`src/rtl/rlpc_pkg.sv`:
```
// Shared types, widths and constants for the RMS level to PWM compare block.
// Used by rlpc_alu, rlpc_core and the top level rms_level_to_pwm_compare.
package rlpc_pkg;

  localparam int SAMPLE_WIDTH        = 16;
  localparam int ALPHA_W             = 25;
  localparam int FS_W                = 16;
  localparam int PERIOD_W            = 16;
  localparam int LEVEL_W             = 16;
  localparam int MEAN_W              = 48;
  localparam int ALPHA_FRAC_BITS_DEF = 24;

  localparam int CFG_IDX_W  = 2;
  localparam int CFG_DATA_W = 25;

  // Shared multiplier and adder widths.
  localparam int MUL_A_W = 25;
  localparam int MUL_B_W = 24;
  localparam int MUL_P_W = MUL_A_W + MUL_B_W;
  localparam int AS_W    = 50;

  localparam logic [ALPHA_W-1:0]  ALPHA_RST  = 25'd3355;
  localparam logic [FS_W-1:0]     FS_RST     = 16'd4096;
  localparam logic [PERIOD_W-1:0] PERIOD_RST = 16'd30000;

  localparam logic CMD_SAMPLE = 1'b0;
  localparam logic CMD_TICK   = 1'b1;

  localparam logic [CFG_IDX_W-1:0] REG_ALPHA  = 2'd0;
  localparam logic [CFG_IDX_W-1:0] REG_FS     = 2'd1;
  localparam logic [CFG_IDX_W-1:0] REG_PERIOD = 2'd2;

  typedef struct packed {
    logic                           command;
    logic signed [SAMPLE_WIDTH-1:0] sample;
  } in_t;

  typedef struct packed {
    logic [PERIOD_W-1:0] compare_value;
    logic [LEVEL_W-1:0]  rms_level;
  } out_t;

  typedef struct packed {
    logic [ALPHA_W-1:0]  alpha_q;
    logic [FS_W-1:0]     full_scale;
    logic [PERIOD_W-1:0] pwm_period;
  } cfg_t;

  typedef struct packed {
    logic [MUL_A_W-1:0] mul_a;
    logic [MUL_B_W-1:0] mul_b;
    logic [AS_W-1:0]    as_a;
    logic [AS_W-1:0]    as_b;
    logic               as_sub;
  } alu_req_t;

  typedef struct packed {
    logic [MUL_P_W-1:0] mul_p;
    logic [AS_W-1:0]    as_s;
    logic               as_c;
  } alu_rsp_t;

endpackage

```
`src/rtl/rlpc_alu.sv`:
```
// Shared arithmetic unit: one unsigned multiplier and one add/subtract unit.
// Depends on rlpc_pkg for operand widths and the request/response structs.
module rlpc_alu (
  input  rlpc_pkg::alu_req_t req,
  output rlpc_pkg::alu_rsp_t rsp
);

  logic [rlpc_pkg::AS_W:0] sum;

  // For a subtract, carry out high means as_a >= as_b.
  assign sum = {1'b0, req.as_a}
             + {1'b0, req.as_b ^ {rlpc_pkg::AS_W{req.as_sub}}}
             + {{rlpc_pkg::AS_W{1'b0}}, req.as_sub};

  assign rsp.mul_p = rlpc_pkg::MUL_P_W'(req.mul_a) * rlpc_pkg::MUL_P_W'(req.mul_b);
  assign rsp.as_s  = sum[rlpc_pkg::AS_W-1:0];
  assign rsp.as_c  = sum[rlpc_pkg::AS_W];

endmodule

```
`src/rtl/rlpc_core.sv`:
```
// Sequencer and working registers: mean-square update, square root, divide.
// Depends on rlpc_pkg; drives the shared rlpc_alu through a request struct.
module rlpc_core #(
  parameter int ALPHA_FRAC_BITS = rlpc_pkg::ALPHA_FRAC_BITS_DEF
) (
  input  logic               clk,
  input  logic               rst_n,
  input  logic               start,
  input  rlpc_pkg::in_t      item,
  input  rlpc_pkg::cfg_t     cfg,
  output rlpc_pkg::alu_req_t alu_req,
  input  rlpc_pkg::alu_rsp_t alu_rsp,
  output logic               ready,
  output logic               res_valid,
  output rlpc_pkg::out_t     res,
  input  logic               res_ack
);

  localparam int SW = rlpc_pkg::SAMPLE_WIDTH;
  localparam int MW = rlpc_pkg::MEAN_W;
  localparam logic [33:0] ALPHA_ONE = 34'(1) << ALPHA_FRAC_BITS;
  localparam logic [rlpc_pkg::MUL_P_W-1:0] SQ_MAX = rlpc_pkg::MUL_P_W'(32'hFFFF_FFFF);

  typedef enum logic [13:0] {
    ST_IDLE  = 14'b00000000000001,
    ST_SQ    = 14'b00000000000010,
    ST_DIFF  = 14'b00000000000100,
    ST_NEG   = 14'b00000000001000,
    ST_LO    = 14'b00000000010000,
    ST_HI    = 14'b00000000100000,
    ST_STEP  = 14'b00000001000000,
    ST_UPD   = 14'b00000010000000,
    ST_SQRT  = 14'b00000100000000,
    ST_CMPFS = 14'b00001000000000,
    ST_MULP  = 14'b00010000000000,
    ST_DIV   = 14'b00100000000000,
    ST_FIN   = 14'b01000000000000,
    ST_DONE  = 14'b10000000000000
  } state_t;

  state_t state_r, state_nxt;

  logic [SW-1:0]                   mag_r;
  logic [rlpc_pkg::MUL_P_W-1:0]    prod_r;
  logic [rlpc_pkg::MUL_P_W-1:0]    lo_r;
  logic [MW-1:0]                   d_r;
  logic                            neg_r;
  logic [MW-1:0]                   step_r;
  logic [MW-1:0]                   mean_r;
  logic [31:0]                     x_r;
  logic [31:0]                     res_r;
  logic [3:0]                      cnt_r;
  logic [15:0]                     rem_r;
  logic [15:0]                     num_r;
  logic [rlpc_pkg::PERIOD_W-1:0]   cmp_r;

  logic [SW-1:0]                sample_u;
  logic [SW-1:0]                mag;
  logic [rlpc_pkg::ALPHA_W-1:0] alpha_sat;
  logic [MW-1:0]                sq48;
  logic [73:0]                  p_full;
  logic [73:0]                  p_shift;
  logic [4:0]                   bit_sh;
  logic [31:0]                  sq_bit;
  logic [31:0]                  sq_try;
  logic [16:0]                  rem2;

  assign sample_u  = item.sample;
  assign mag       = sample_u[SW-1] ? (~sample_u + 1'b1) : sample_u;
  assign alpha_sat = ({9'b0, cfg.alpha_q} > ALPHA_ONE) ? ALPHA_ONE[rlpc_pkg::ALPHA_W-1:0]
                                                      : cfg.alpha_q;
  assign sq48      = (prod_r > SQ_MAX) ? {MW{1'b1}} : {prod_r[31:0], 16'h0000};
  // alpha*d = hi*2^24 + lo; the upper part comes from the adder
  assign p_full    = {alu_rsp.as_s, lo_r[23:0]};
  assign p_shift   = p_full >> ALPHA_FRAC_BITS;
  assign bit_sh    = {~cnt_r, 1'b0};
  assign sq_bit    = 32'd1 << bit_sh;
  assign sq_try    = res_r + sq_bit;
  assign rem2      = {rem_r, num_r[15]};

  // Operand selection for the shared unit.
  always_comb begin
    alu_req = '0;
    unique case (state_r)
      ST_SQ: begin
        alu_req.mul_a = rlpc_pkg::MUL_A_W'(mag_r);
        alu_req.mul_b = rlpc_pkg::MUL_B_W'(mag_r);
      end
      ST_DIFF: begin
        alu_req.as_a   = rlpc_pkg::AS_W'(sq48);
        alu_req.as_b   = rlpc_pkg::AS_W'(mean_r);
        alu_req.as_sub = 1'b1;
      end
      ST_NEG: begin
        alu_req.as_b   = rlpc_pkg::AS_W'(d_r);
        alu_req.as_sub = 1'b1;
      end
      ST_LO: begin
        alu_req.mul_a = alpha_sat;
        alu_req.mul_b = d_r[23:0];
      end
      ST_HI: begin
        alu_req.mul_a = alpha_sat;
        alu_req.mul_b = d_r[47:24];
      end
      ST_STEP: begin
        alu_req.as_a = rlpc_pkg::AS_W'(prod_r);
        alu_req.as_b = rlpc_pkg::AS_W'(lo_r[48:24]);
      end
      ST_UPD: begin
        alu_req.as_a   = rlpc_pkg::AS_W'(mean_r);
        alu_req.as_b   = rlpc_pkg::AS_W'(step_r);
        alu_req.as_sub = neg_r;
      end
      ST_SQRT: begin
        alu_req.as_a   = rlpc_pkg::AS_W'(x_r);
        alu_req.as_b   = rlpc_pkg::AS_W'(sq_try);
        alu_req.as_sub = 1'b1;
      end
      ST_CMPFS: begin
        alu_req.as_a   = rlpc_pkg::AS_W'(res_r[15:0]);
        alu_req.as_b   = rlpc_pkg::AS_W'(cfg.full_scale);
        alu_req.as_sub = 1'b1;
      end
      ST_MULP: begin
        alu_req.mul_a = rlpc_pkg::MUL_A_W'(res_r[15:0]);
        alu_req.mul_b = rlpc_pkg::MUL_B_W'(cfg.pwm_period);
      end
      ST_DIV: begin
        alu_req.as_a   = rlpc_pkg::AS_W'(rem2);
        alu_req.as_b   = rlpc_pkg::AS_W'(cfg.full_scale);
        alu_req.as_sub = 1'b1;
      end
      ST_FIN: begin
        alu_req.as_a   = rlpc_pkg::AS_W'(cfg.pwm_period);
        alu_req.as_b   = rlpc_pkg::AS_W'(num_r);
        alu_req.as_sub = 1'b1;
      end
      default: begin
        alu_req = '0;
      end
    endcase
  end

  always_comb begin
    state_nxt = state_r;
    unique case (state_r)
      ST_IDLE: begin
        if (start) begin
          state_nxt = (item.command == rlpc_pkg::CMD_TICK) ? ST_SQRT : ST_SQ;
        end
      end
      ST_SQ:    state_nxt = ST_DIFF;
      ST_DIFF:  state_nxt = alu_rsp.as_c ? ST_LO : ST_NEG;
      ST_NEG:   state_nxt = ST_LO;
      ST_LO:    state_nxt = ST_HI;
      ST_HI:    state_nxt = ST_STEP;
      ST_STEP:  state_nxt = ST_UPD;
      ST_UPD:   state_nxt = ST_IDLE;
      ST_SQRT:  state_nxt = (cnt_r == 4'd15) ? ST_CMPFS : ST_SQRT;
      ST_CMPFS: state_nxt = alu_rsp.as_c ? ST_DONE : ST_MULP;
      ST_MULP:  state_nxt = ST_DIV;
      ST_DIV:   state_nxt = (cnt_r == 4'd15) ? ST_FIN : ST_DIV;
      ST_FIN:   state_nxt = ST_DONE;
      ST_DONE: begin
        if (res_ack) begin
          state_nxt = ST_IDLE;
        end
      end
      default:  state_nxt = ST_IDLE;
    endcase
  end

  always_ff @(posedge clk) begin
    if (!rst_n) begin
      state_r <= ST_IDLE;
      mean_r  <= '0;
      cnt_r   <= '0;
    end else begin
      state_r <= state_nxt;
      unique case (state_r)
        ST_IDLE: begin
          cnt_r <= '0;
          if (start) begin
            mag_r <= mag;
            x_r   <= mean_r[47:16];
            res_r <= '0;
          end
        end
        ST_SQ:   prod_r <= alu_rsp.mul_p;
        ST_DIFF: begin
          d_r   <= alu_rsp.as_s[MW-1:0];
          neg_r <= ~alu_rsp.as_c;
        end
        ST_NEG:  d_r <= alu_rsp.as_s[MW-1:0];
        ST_LO:   prod_r <= alu_rsp.mul_p;
        ST_HI: begin
          lo_r   <= prod_r;
          prod_r <= alu_rsp.mul_p;
        end
        ST_STEP: step_r <= p_shift[MW-1:0];
        ST_UPD:  mean_r <= alu_rsp.as_s[MW-1:0];
        ST_SQRT: begin
          cnt_r <= cnt_r + 4'd1;
          if (alu_rsp.as_c) begin
            x_r   <= alu_rsp.as_s[31:0];
            res_r <= (res_r >> 1) + sq_bit;
          end else begin
            res_r <= res_r >> 1;
          end
        end
        ST_CMPFS: begin
          cmp_r <= '0;
          cnt_r <= '0;
        end
        ST_MULP: begin
          // numerator high half is below full_scale since rms < full_scale
          rem_r <= alu_rsp.mul_p[31:16];
          num_r <= alu_rsp.mul_p[15:0];
        end
        ST_DIV: begin
          cnt_r <= cnt_r + 4'd1;
          rem_r <= alu_rsp.as_c ? alu_rsp.as_s[15:0] : rem2[15:0];
          num_r <= {num_r[14:0], alu_rsp.as_c};
        end
        ST_FIN:  cmp_r <= alu_rsp.as_s[rlpc_pkg::PERIOD_W-1:0];
        ST_DONE: cnt_r <= '0;
        default: cnt_r <= '0;
      endcase
    end
  end

  assign ready             = (state_r == ST_IDLE);
  assign res_valid         = (state_r == ST_DONE);
  assign res.compare_value = cmp_r;
  assign res.rms_level     = res_r[rlpc_pkg::LEVEL_W-1:0];

endmodule

```
`src/rtl/rms_level_to_pwm_compare.sv`:
```
// Top level: configuration registers, input handshake, output register.
// Depends on rlpc_pkg, rlpc_alu and rlpc_core.
//
//  channel  dir  handshake          payload
//  in_      in   in_valid/in_stall  rlpc_pkg::in_t  {command, sample}
//  out_     out  out_valid/out_stall rlpc_pkg::out_t {compare_value, rms_level}
//  cfg_     in   cfg_we             cfg_index, cfg_data
//
// After acceptance a sample occupies the shared multiplier/adder for its steps:
// square, difference, optional negate, two partial products, sum, update.
// A tick runs 16 square-root steps, a full-scale compare, one multiply and 16
// restoring divide steps on the shared adder, the subtract, then the hand-off
// to the output register; at full scale it goes from the compare to the hand-off.
// Synchronous active-low reset clears the mean square, the sequencer and the
// output valid, and loads the register defaults.
// in_stall is high while the sequencer is busy; a finished result waits in the
// core until the output register is free, so out_stall holds back further input.
module rms_level_to_pwm_compare #(
  parameter int ALPHA_FRAC_BITS = rlpc_pkg::ALPHA_FRAC_BITS_DEF
) (
  input  logic                              clk,
  input  logic                              rst_n,
  input  logic                              in_valid,
  output logic                              in_stall,
  input  rlpc_pkg::in_t                     in_data,
  output logic                              out_valid,
  input  logic                              out_stall,
  output rlpc_pkg::out_t                    out_data,
  input  logic                              cfg_we,
  input  logic [rlpc_pkg::CFG_IDX_W-1:0]    cfg_index,
  input  logic [rlpc_pkg::CFG_DATA_W-1:0]   cfg_data
);

  rlpc_pkg::cfg_t     cfg_r;
  rlpc_pkg::alu_req_t alu_req;
  rlpc_pkg::alu_rsp_t alu_rsp;
  rlpc_pkg::out_t     core_res;
  rlpc_pkg::out_t     out_data_r;
  logic               out_valid_r;
  logic               core_ready;
  logic               core_res_valid;
  logic               in_accept;
  logic               out_load;

  assign in_accept = in_valid & core_ready;
  assign in_stall  = ~core_ready;
  assign out_load  = core_res_valid & (~out_valid_r | ~out_stall);

  always_ff @(posedge clk) begin
    if (!rst_n) begin
      cfg_r.alpha_q    <= rlpc_pkg::ALPHA_RST;
      cfg_r.full_scale <= rlpc_pkg::FS_RST;
      cfg_r.pwm_period <= rlpc_pkg::PERIOD_RST;
    end else if (cfg_we) begin
      unique case (cfg_index)
        rlpc_pkg::REG_ALPHA:  cfg_r.alpha_q    <= cfg_data;
        rlpc_pkg::REG_FS:     cfg_r.full_scale <= cfg_data[rlpc_pkg::FS_W-1:0];
        rlpc_pkg::REG_PERIOD: cfg_r.pwm_period <= cfg_data[rlpc_pkg::PERIOD_W-1:0];
        default: begin
          // unmapped index: drop the write
        end
      endcase
    end
  end

  always_ff @(posedge clk) begin
    if (!rst_n) begin
      out_valid_r <= 1'b0;
    end else if (out_load) begin
      out_valid_r <= 1'b1;
    end else if (!out_stall) begin
      out_valid_r <= 1'b0;
    end
  end

  always_ff @(posedge clk) begin
    if (out_load) begin
      out_data_r <= core_res;
    end
  end

  assign out_valid = out_valid_r;
  assign out_data  = out_data_r;

  rlpc_alu u_alu (
    .req (alu_req),
    .rsp (alu_rsp)
  );

  rlpc_core #(
    .ALPHA_FRAC_BITS (ALPHA_FRAC_BITS)
  ) u_core (
    .clk       (clk),
    .rst_n     (rst_n),
    .start     (in_accept),
    .item      (in_data),
    .cfg       (cfg_r),
    .alu_req   (alu_req),
    .alu_rsp   (alu_rsp),
    .ready     (core_ready),
    .res_valid (core_res_valid),
    .res       (core_res),
    .res_ack   (out_load)
  );

  // An accepted transaction always leaves the sequencer busy for a while.
  a_accept_busy: assert property (@(posedge clk) disable iff (!rst_n)
    in_accept |=> !core_ready)
    else $error("sequencer still ready after accepting a transaction");

  // The compare value never exceeds the programmed period.
  a_cmp_range: assert property (@(posedge clk) disable iff (!rst_n)
    out_load |-> (core_res.compare_value <= cfg_r.pwm_period))
    else $error("compare value above pwm period");

  // A level at or above full scale gives zero duty compare.
  a_cmp_sat: assert property (@(posedge clk) disable iff (!rst_n)
    (out_load && (core_res.rms_level >= cfg_r.full_scale)) |->
      (core_res.compare_value == '0))
    else $error("compare value not saturated at full scale");

endmodule
```
`config.mk`:
```
export PLATFORM = sky130hd
export DESIGN_NAME = rms_level_to_pwm_compare
export DESIGN_NICKNAME = d
export VERILOG_FILES = /design/src/rtl/rlpc_pkg.sv /design/src/rtl/rlpc_alu.sv /design/src/rtl/rlpc_core.sv /design/src/rtl/rms_level_to_pwm_compare.sv
export SDC_FILE = /design/constraint.sdc
export NUM_CORES = 2
export LEC_CHECK = 0
export BUFFER_PORTS_ARGS = -buffer_cell sky130_fd_sc_hd__buf_2
export CORE_UTILIZATION = 55
export CTS_CLUSTER_SIZE = 12
export DETAILED_ROUTE_END_ITERATION = 7
export HOLD_SLACK_MARGIN = 0.12
export PLACE_DENSITY_LB_ADDON = 0.15
export SLEW_MARGIN = 20
export SYNTH_ARGS = -nofsm -noshare
export SYNTH_HDL_FRONTEND = slang
export SYNTH_SLANG_ARGS = --single-unit
```
`constraint.sdc`:
```
create_clock -name clk -period 29.1 [get_ports clk]
set_input_delay 1.455 -clock clk [delete_from_list [all_inputs] [get_ports clk]]
set_output_delay 1.455 -clock clk [all_outputs]
set_load 0.02 [all_outputs]
```
== Word level (Yosys, flattened, before mapping) ==
Index checks and enable logic that the tools add are counted.
Word-level totals
  flip-flop bits (word level): 479
  output and inout bits: 34
  logic and storage cells: 114
Cells by class
  add/sub/neg operators: 6
  multipliers: 1
  $lt $le $gt $ge: 2
  eq/ne operators: 21
  shift operators: 1
  multiplexer cells: 28
  bitwise gates (word level): 10
  reduce and logical (&&, ||, !) cells: 24
Operators by type and width (number)
  49-bit one-hot mux with 7 select lines: 1
  48-bit one-hot mux with 7 select lines: 1
  49-bit one-hot mux with 4 select lines: 1
  14-bit one-hot mux with 13 select lines: 1
  32-bit two-way mux: 4
  32-bit one-hot mux with 2 select lines: 2
  16-bit one-hot mux with 2 select lines: 3
  50-bit by 50-bit adder with 51-bit output: 1
  51-bit by 1-bit adder with 51-bit output: 1
  50-bit XOR: 1
  49-bit by 32-bit greater-than comparator with 1-bit output, second input constant: 1
  25-bit by 24-bit multiplier with 49-bit output: 1
  48-bit two-way mux: 1
  14-bit two-way mux: 3
  31-bit by 32-bit adder with 32-bit output: 1
  32-bit adder: 1
  1-bit by 5-bit << shifter with 32-bit output, first input constant: 1
  25-bit greater-than comparator, second input constant: 1
  25-bit two-way mux: 1
  2-bit AND reduction: 11
  16-bit by 1-bit adder with 16-bit output, second input constant: 1
  16-bit two-way mux: 1
  16-bit NOT: 1
  15-bit two-way mux: 1
  39 further kinds: 51

== Depth between registers and ports, before layout ==
  depth after elaboration: 9
  gate-level depth with buffers: 39
  mapped depth without buffers: 36

== By module ==
A second synthesis with hierarchy kept.
Unflattened totals
  cell total of the unflattened synthesis: 4819
  area, all modules: 45282.2 um^2
By module, submodules not included
  rlpc_alu: times used 1, cells each 2684, area an instance 22740.6 um^2, seq. area each 0.0 um^2
  rlpc_core: times used 1, cells each 1866, area an instance 19220.9 um^2, seq. area each 10299.9 um^2
  rms_level_to_pwm_compare: times used 1, cells each 269, area an instance 3320.7 um^2, seq. area each 2122.0 um^2

== Worst setup path before layout ==
No wires, ideal clock.
  kind: flip-flop to flip-flop
  start: register u_core.state_r[9]
  end: register u_core.prod_r[45] (netlist name) (data pin)
  setup time: 0.259 ns
  data arrival time: 9.529 ns
  data required time: 28.841 ns
  slack: 19.312 ns
  stages on the path, launching flop included: 38
  buffers on the path: 5
  period minus slack after synthesis: 9.788 ns
  path through: dfxtp_1 > buf_2 > or4_1 > buf_2 > nor4_1 > nand2b_1 > nor3b_1 > buf_2 > buf_2 > a22oi_1 > nand2_1 > clkbuf_1 > nand2_1 > fa_1 > inv_1 > fa_1 > inv_1 > fa_1 > [... 2 more ...] > fa_1 > fa_1 > inv_1 > fa_1 > inv_1 > ha_1 > a21o_1 > a21o_1 > a221o_1 > a21o_1 > a31o_2 > a311oi_2 > a211oi_1 > o41ai_1 > a41oi_1 > a21o_1 > a21oi_1 > xnor2_1
RTL lines
  from (decl): RTL line rlpc_core.sv:41  | state_t state_r, state_nxt;
  from (signal assigned): RTL line rlpc_core.sv:180  | state_r <= state_nxt;
  to (signal assigned): RTL line rlpc_core.sv:190  | ST_SQ: prod_r <= alu_rsp.mul_p;
  to (signal assigned): RTL line rlpc_core.sv:196  | ST_LO: prod_r <= alu_rsp.mul_p;
  to (signal assigned): RTL line rlpc_core.sv:199  | prod_r <= alu_rsp.mul_p;
  to (decl): RTL line rlpc_core.sv:44  | logic [rlpc_pkg::MUL_P_W-1:0] prod_r;

==> summary.md <==
| Metric | Value |
|---|---|
| Final wirelength | `157,700 um` |
| R2R Path End | `u_core.prod_r[47]` |
| Area grow syn2layout | `6.871%` |
| Leakage | `20.39 nW` |
| Area of the mapped netlist | `0.04379 sq mm` |
| Most frequent CP cell | `fa_1` |
| Buf/Inv on CP | `7` |
| Crit-path max cell delay | `0.79 ns` |
| Clk buf depth | `3` |
| Post-synth top flop | `edfxtp_1` |
| Setup ws final | `17.07 ns` |
| F_max | `83.16 MHz` |
| Hold Startpoint | `u_core.cmp_r[12]` |
| Setup CP Type | `register to register` |
| IO Count | `83` |
| Die height | `284.2 um` |
| CTS tree | `yes` |
| Clock Latency Late Sink | `0.64 ns` |
| Vias in the first global route | `34,430` |
| GR peak layer | `met2` |
| Fin crit share | `41.32%` |
| Post-synthesis register bit count | `455` |
| Critical Path AT | `12.41 ns` |
| Total core area | `0.07887 sq mm` |
| # H-tree levels | `2` |
| Port buffer count | `82` |
| Setup-failing EPs final | `0` |
| Worst Tran Pin Value | `1.142 ns` |
| Slew Limit Fails | `0` |
| # rows | `103` |
| Worst R2R Path Depth | `34` |
| Post-CTS setup buffers | `0` |
| Worst Path Max Fanout | `35` |
| Ranking of synthesized cells by area | `fa_1 23%, edfxtp_1 23%, nand2_1 7.7%` |
| Power density cells | `30.79 mW/mm^2` |
| Starting DRT DRC Count | `4,866` |
| Top cells by count, synth | `902 x nand2_1, 659 x inv_1, 505 x fa_1, 343 x nor2_1, 331 x edfxtp_1` |
| Tot GR Track Use | `38.87%` |
| Via density | `6.213` |
| Initial Utilization | `55.52%` |
| Vias | `36,360` |
| RR Startpoint | `u_core.state_r[0]` |
| YS warnings | `0` |
| GR Util met1 | `52.62%` |
| Worst setup EP type | `register` |
| First-pass GRT wire length | `229,700 um` |
| Share of layout cells above drive strength 1 | `6.150%` |
| Ys async rst share | `0%` |
| GR Layer Usage met2 | `57.84%` |
| Area share of the largest cell type after synthesis | `23.09%` |
| Syn_area_per_cell | `9.093 sq um` |
| Post-synth EDFFs | `331` |
| Final instance area | `0.04680 sq mm` |
| Placed cell area | `0.04508 sq mm` |
| Seq/Total Area, Yosys | `28.37%` |
| Peak supply drop | `0.04129 mV` |
| Nets@finish | `5,570` |
| Placer Congestion | `1.019` |
| Root Buffer | `clkbuf_16` |
| Largest net degree at the start of global routing | `76` |
| Count of final hold-check violations | `0` |
| Fill count | `7,105` |
| Top delay family on crit path | `adder cells` |
| Most frequent cell after synthesis | `nand2_1` |
| Status | `completed` |
| Grt ovf | `0` |
| Met3 Resource Use GR | `9.912%` |
| TritonCTS Buffers | `52` |
| Crit path capture | `u_core.prod_r[47]` |
| Post-DP HPWL | `121,300 um` |
| Cells after Synth | `4,816` |
| DRC viols | `0` |
| Final core utilization | `59.34%` |
| Die footprint | `0.08076 sq mm` |
| CP startpoint kind | `register` |
| Cell taking the most area after synthesis | `fa_1` |
| Post-route minimum period | `12.03 ns` |
| Post-CTS Resized | `0` |
| RSZ-0062 raised after global routing | `false` |
| Remaining antenna violation count | `0` |
| CTS Hold Bufs | `0` |
| Dpl ws | `17.23 ns` |
| CTS clock-pin slew for the worst setup and hold paths | `0.06 ns` |
| Required time worst endpoint | `29.48 ns` |
| Hold_ws | `0.4189 ns` |
| First-pass DRT Iterations | `6` |
| CP startpoint | `u_core.state_r[0]` |
| Slew headroom | `23.69%` |
| Yosys cell types | `83` |
| Wire per inst | `26.95 um` |
| Crit path max-delay cell type | `nor4_1` |
| Max Clock Skew | `0.02836 ns` |
| CTS sink cnt | `455` |
| Initial antenna violation count | `5` |
| Stages on the worst setup path | `34` |
| # Max-Cap Violations | `0` |
| Setup TNS | `0 ns` |
| R2r setup slk | `17.07 ns` |
| Hold crit path type | `register to register` |
| Mapped Nets | `5,633` |
| Die W | `284.2 um` |
==> worst min-delay path by stage <==
stage	depth (start not counted)	to
global placement	0	out_data[30]
finish	0	out_data[28]
floorplan	0	out_data[16]
CTS	0	out_data[27]
detailed placement	0	out_data[27]
global route	0	out_data[27]
==> through the flow <==
stage                     std cells  power, mW
final                          5852      1.441
after global routing           5848      1.469
after CTS                      5847      1.439
after floorplan                4816     0.7558
after detailed placement       5749     0.7876
after global placement         5749     0.7874
==> sequential cells by signal, indices dropped and copies added (netlist names), 4 cells and up <==
name / flops
cfg_r: 57
out_data: 32
u_core.cmp_r: 16
u_core.cnt_r: 4
u_core.d_r: 48
u_core.lo_r: 25
u_core.mag_r: 16
u_core.mean_r: 48
u_core.num_r: 16
u_core.prod_r: 49
u_core.rem_r: 16
u_core.res_r: 32
u_core.state_r: 14
u_core.step_r: 48
u_core.x_r: 32
==> placed cells by master, fill, tap and decap left out, types with 28 or more instances in the layout <==
cell type and count:
a31oi_1 37, dfxtp_1 124, a22oi_1 145, a21o_1 68
nand3_1 118, o21ai_0 123, ha_1 263, edfxtp_1 331
fa_1 505, clkbuf_16 52, nor2_1 340, nor2b_1 36
buf_2 82, xor2_1 61, a21oi_1 225, nand2_1 901
buf_4 66, and2_1 61, a221oi_1 28, a211oi_1 29
a222oi_1 30, inv_1 658, xnor2_1 133
==> where the power goes <==
group	total, mW	switching (mW)	internal, mW	leakage [nW]
combinational	0.0630	0.0449	0.0182	15.6
sequential	0.714	0.0134	0.700	3.94
clock	0.665	0.287	0.377	0.822
total	1.44	0.345	1.10	20.4
==> metal layers <==
metal / share of wire, % / routed length [um] / vias up
met5: 0.0076 / 12 / -
met4: 6.2 / 9719 / 2
met3: 12 / 19260 / 409
met2: 43 / 68050 / 2300
met1: 38 / 60660 / 17880
li1: - / - / 15770
==> logic make-up (layout without fill, tap and decap cells) <==
family | Yosys count | count (layout) | synth area share [%]
other | 0 | 5 | 0
buffers and inverters | 926 | 907 | 8.103
adders and majority gates | 768 | 768 | 30.60
xor gates and xnor gates | 194 | 194 | 3.880
and+or+nand+nor | 1624 | 1624 | 15.95
AOI/OAI and AO/OA | 837 | 837 | 12.81
DFF | 455 | 455 | 28.37
muxes | 12 | 12 | 0.2886
==> final cells by class <==
type,instances,area [sq um],share of cell area [%]
diodes,5,12.51,0.02673
clock buffers,70,1409,3.010
clock inverters,28,294.0,0.6283
inverters,660,2479,5.296
multi-input cells,3435,27950,59.71
flip-flops and latches,455,12420,26.54
well taps,1050,1314,2.807
repair buffers,149,925.9,1.978
(Power assumes the default switching activity.)
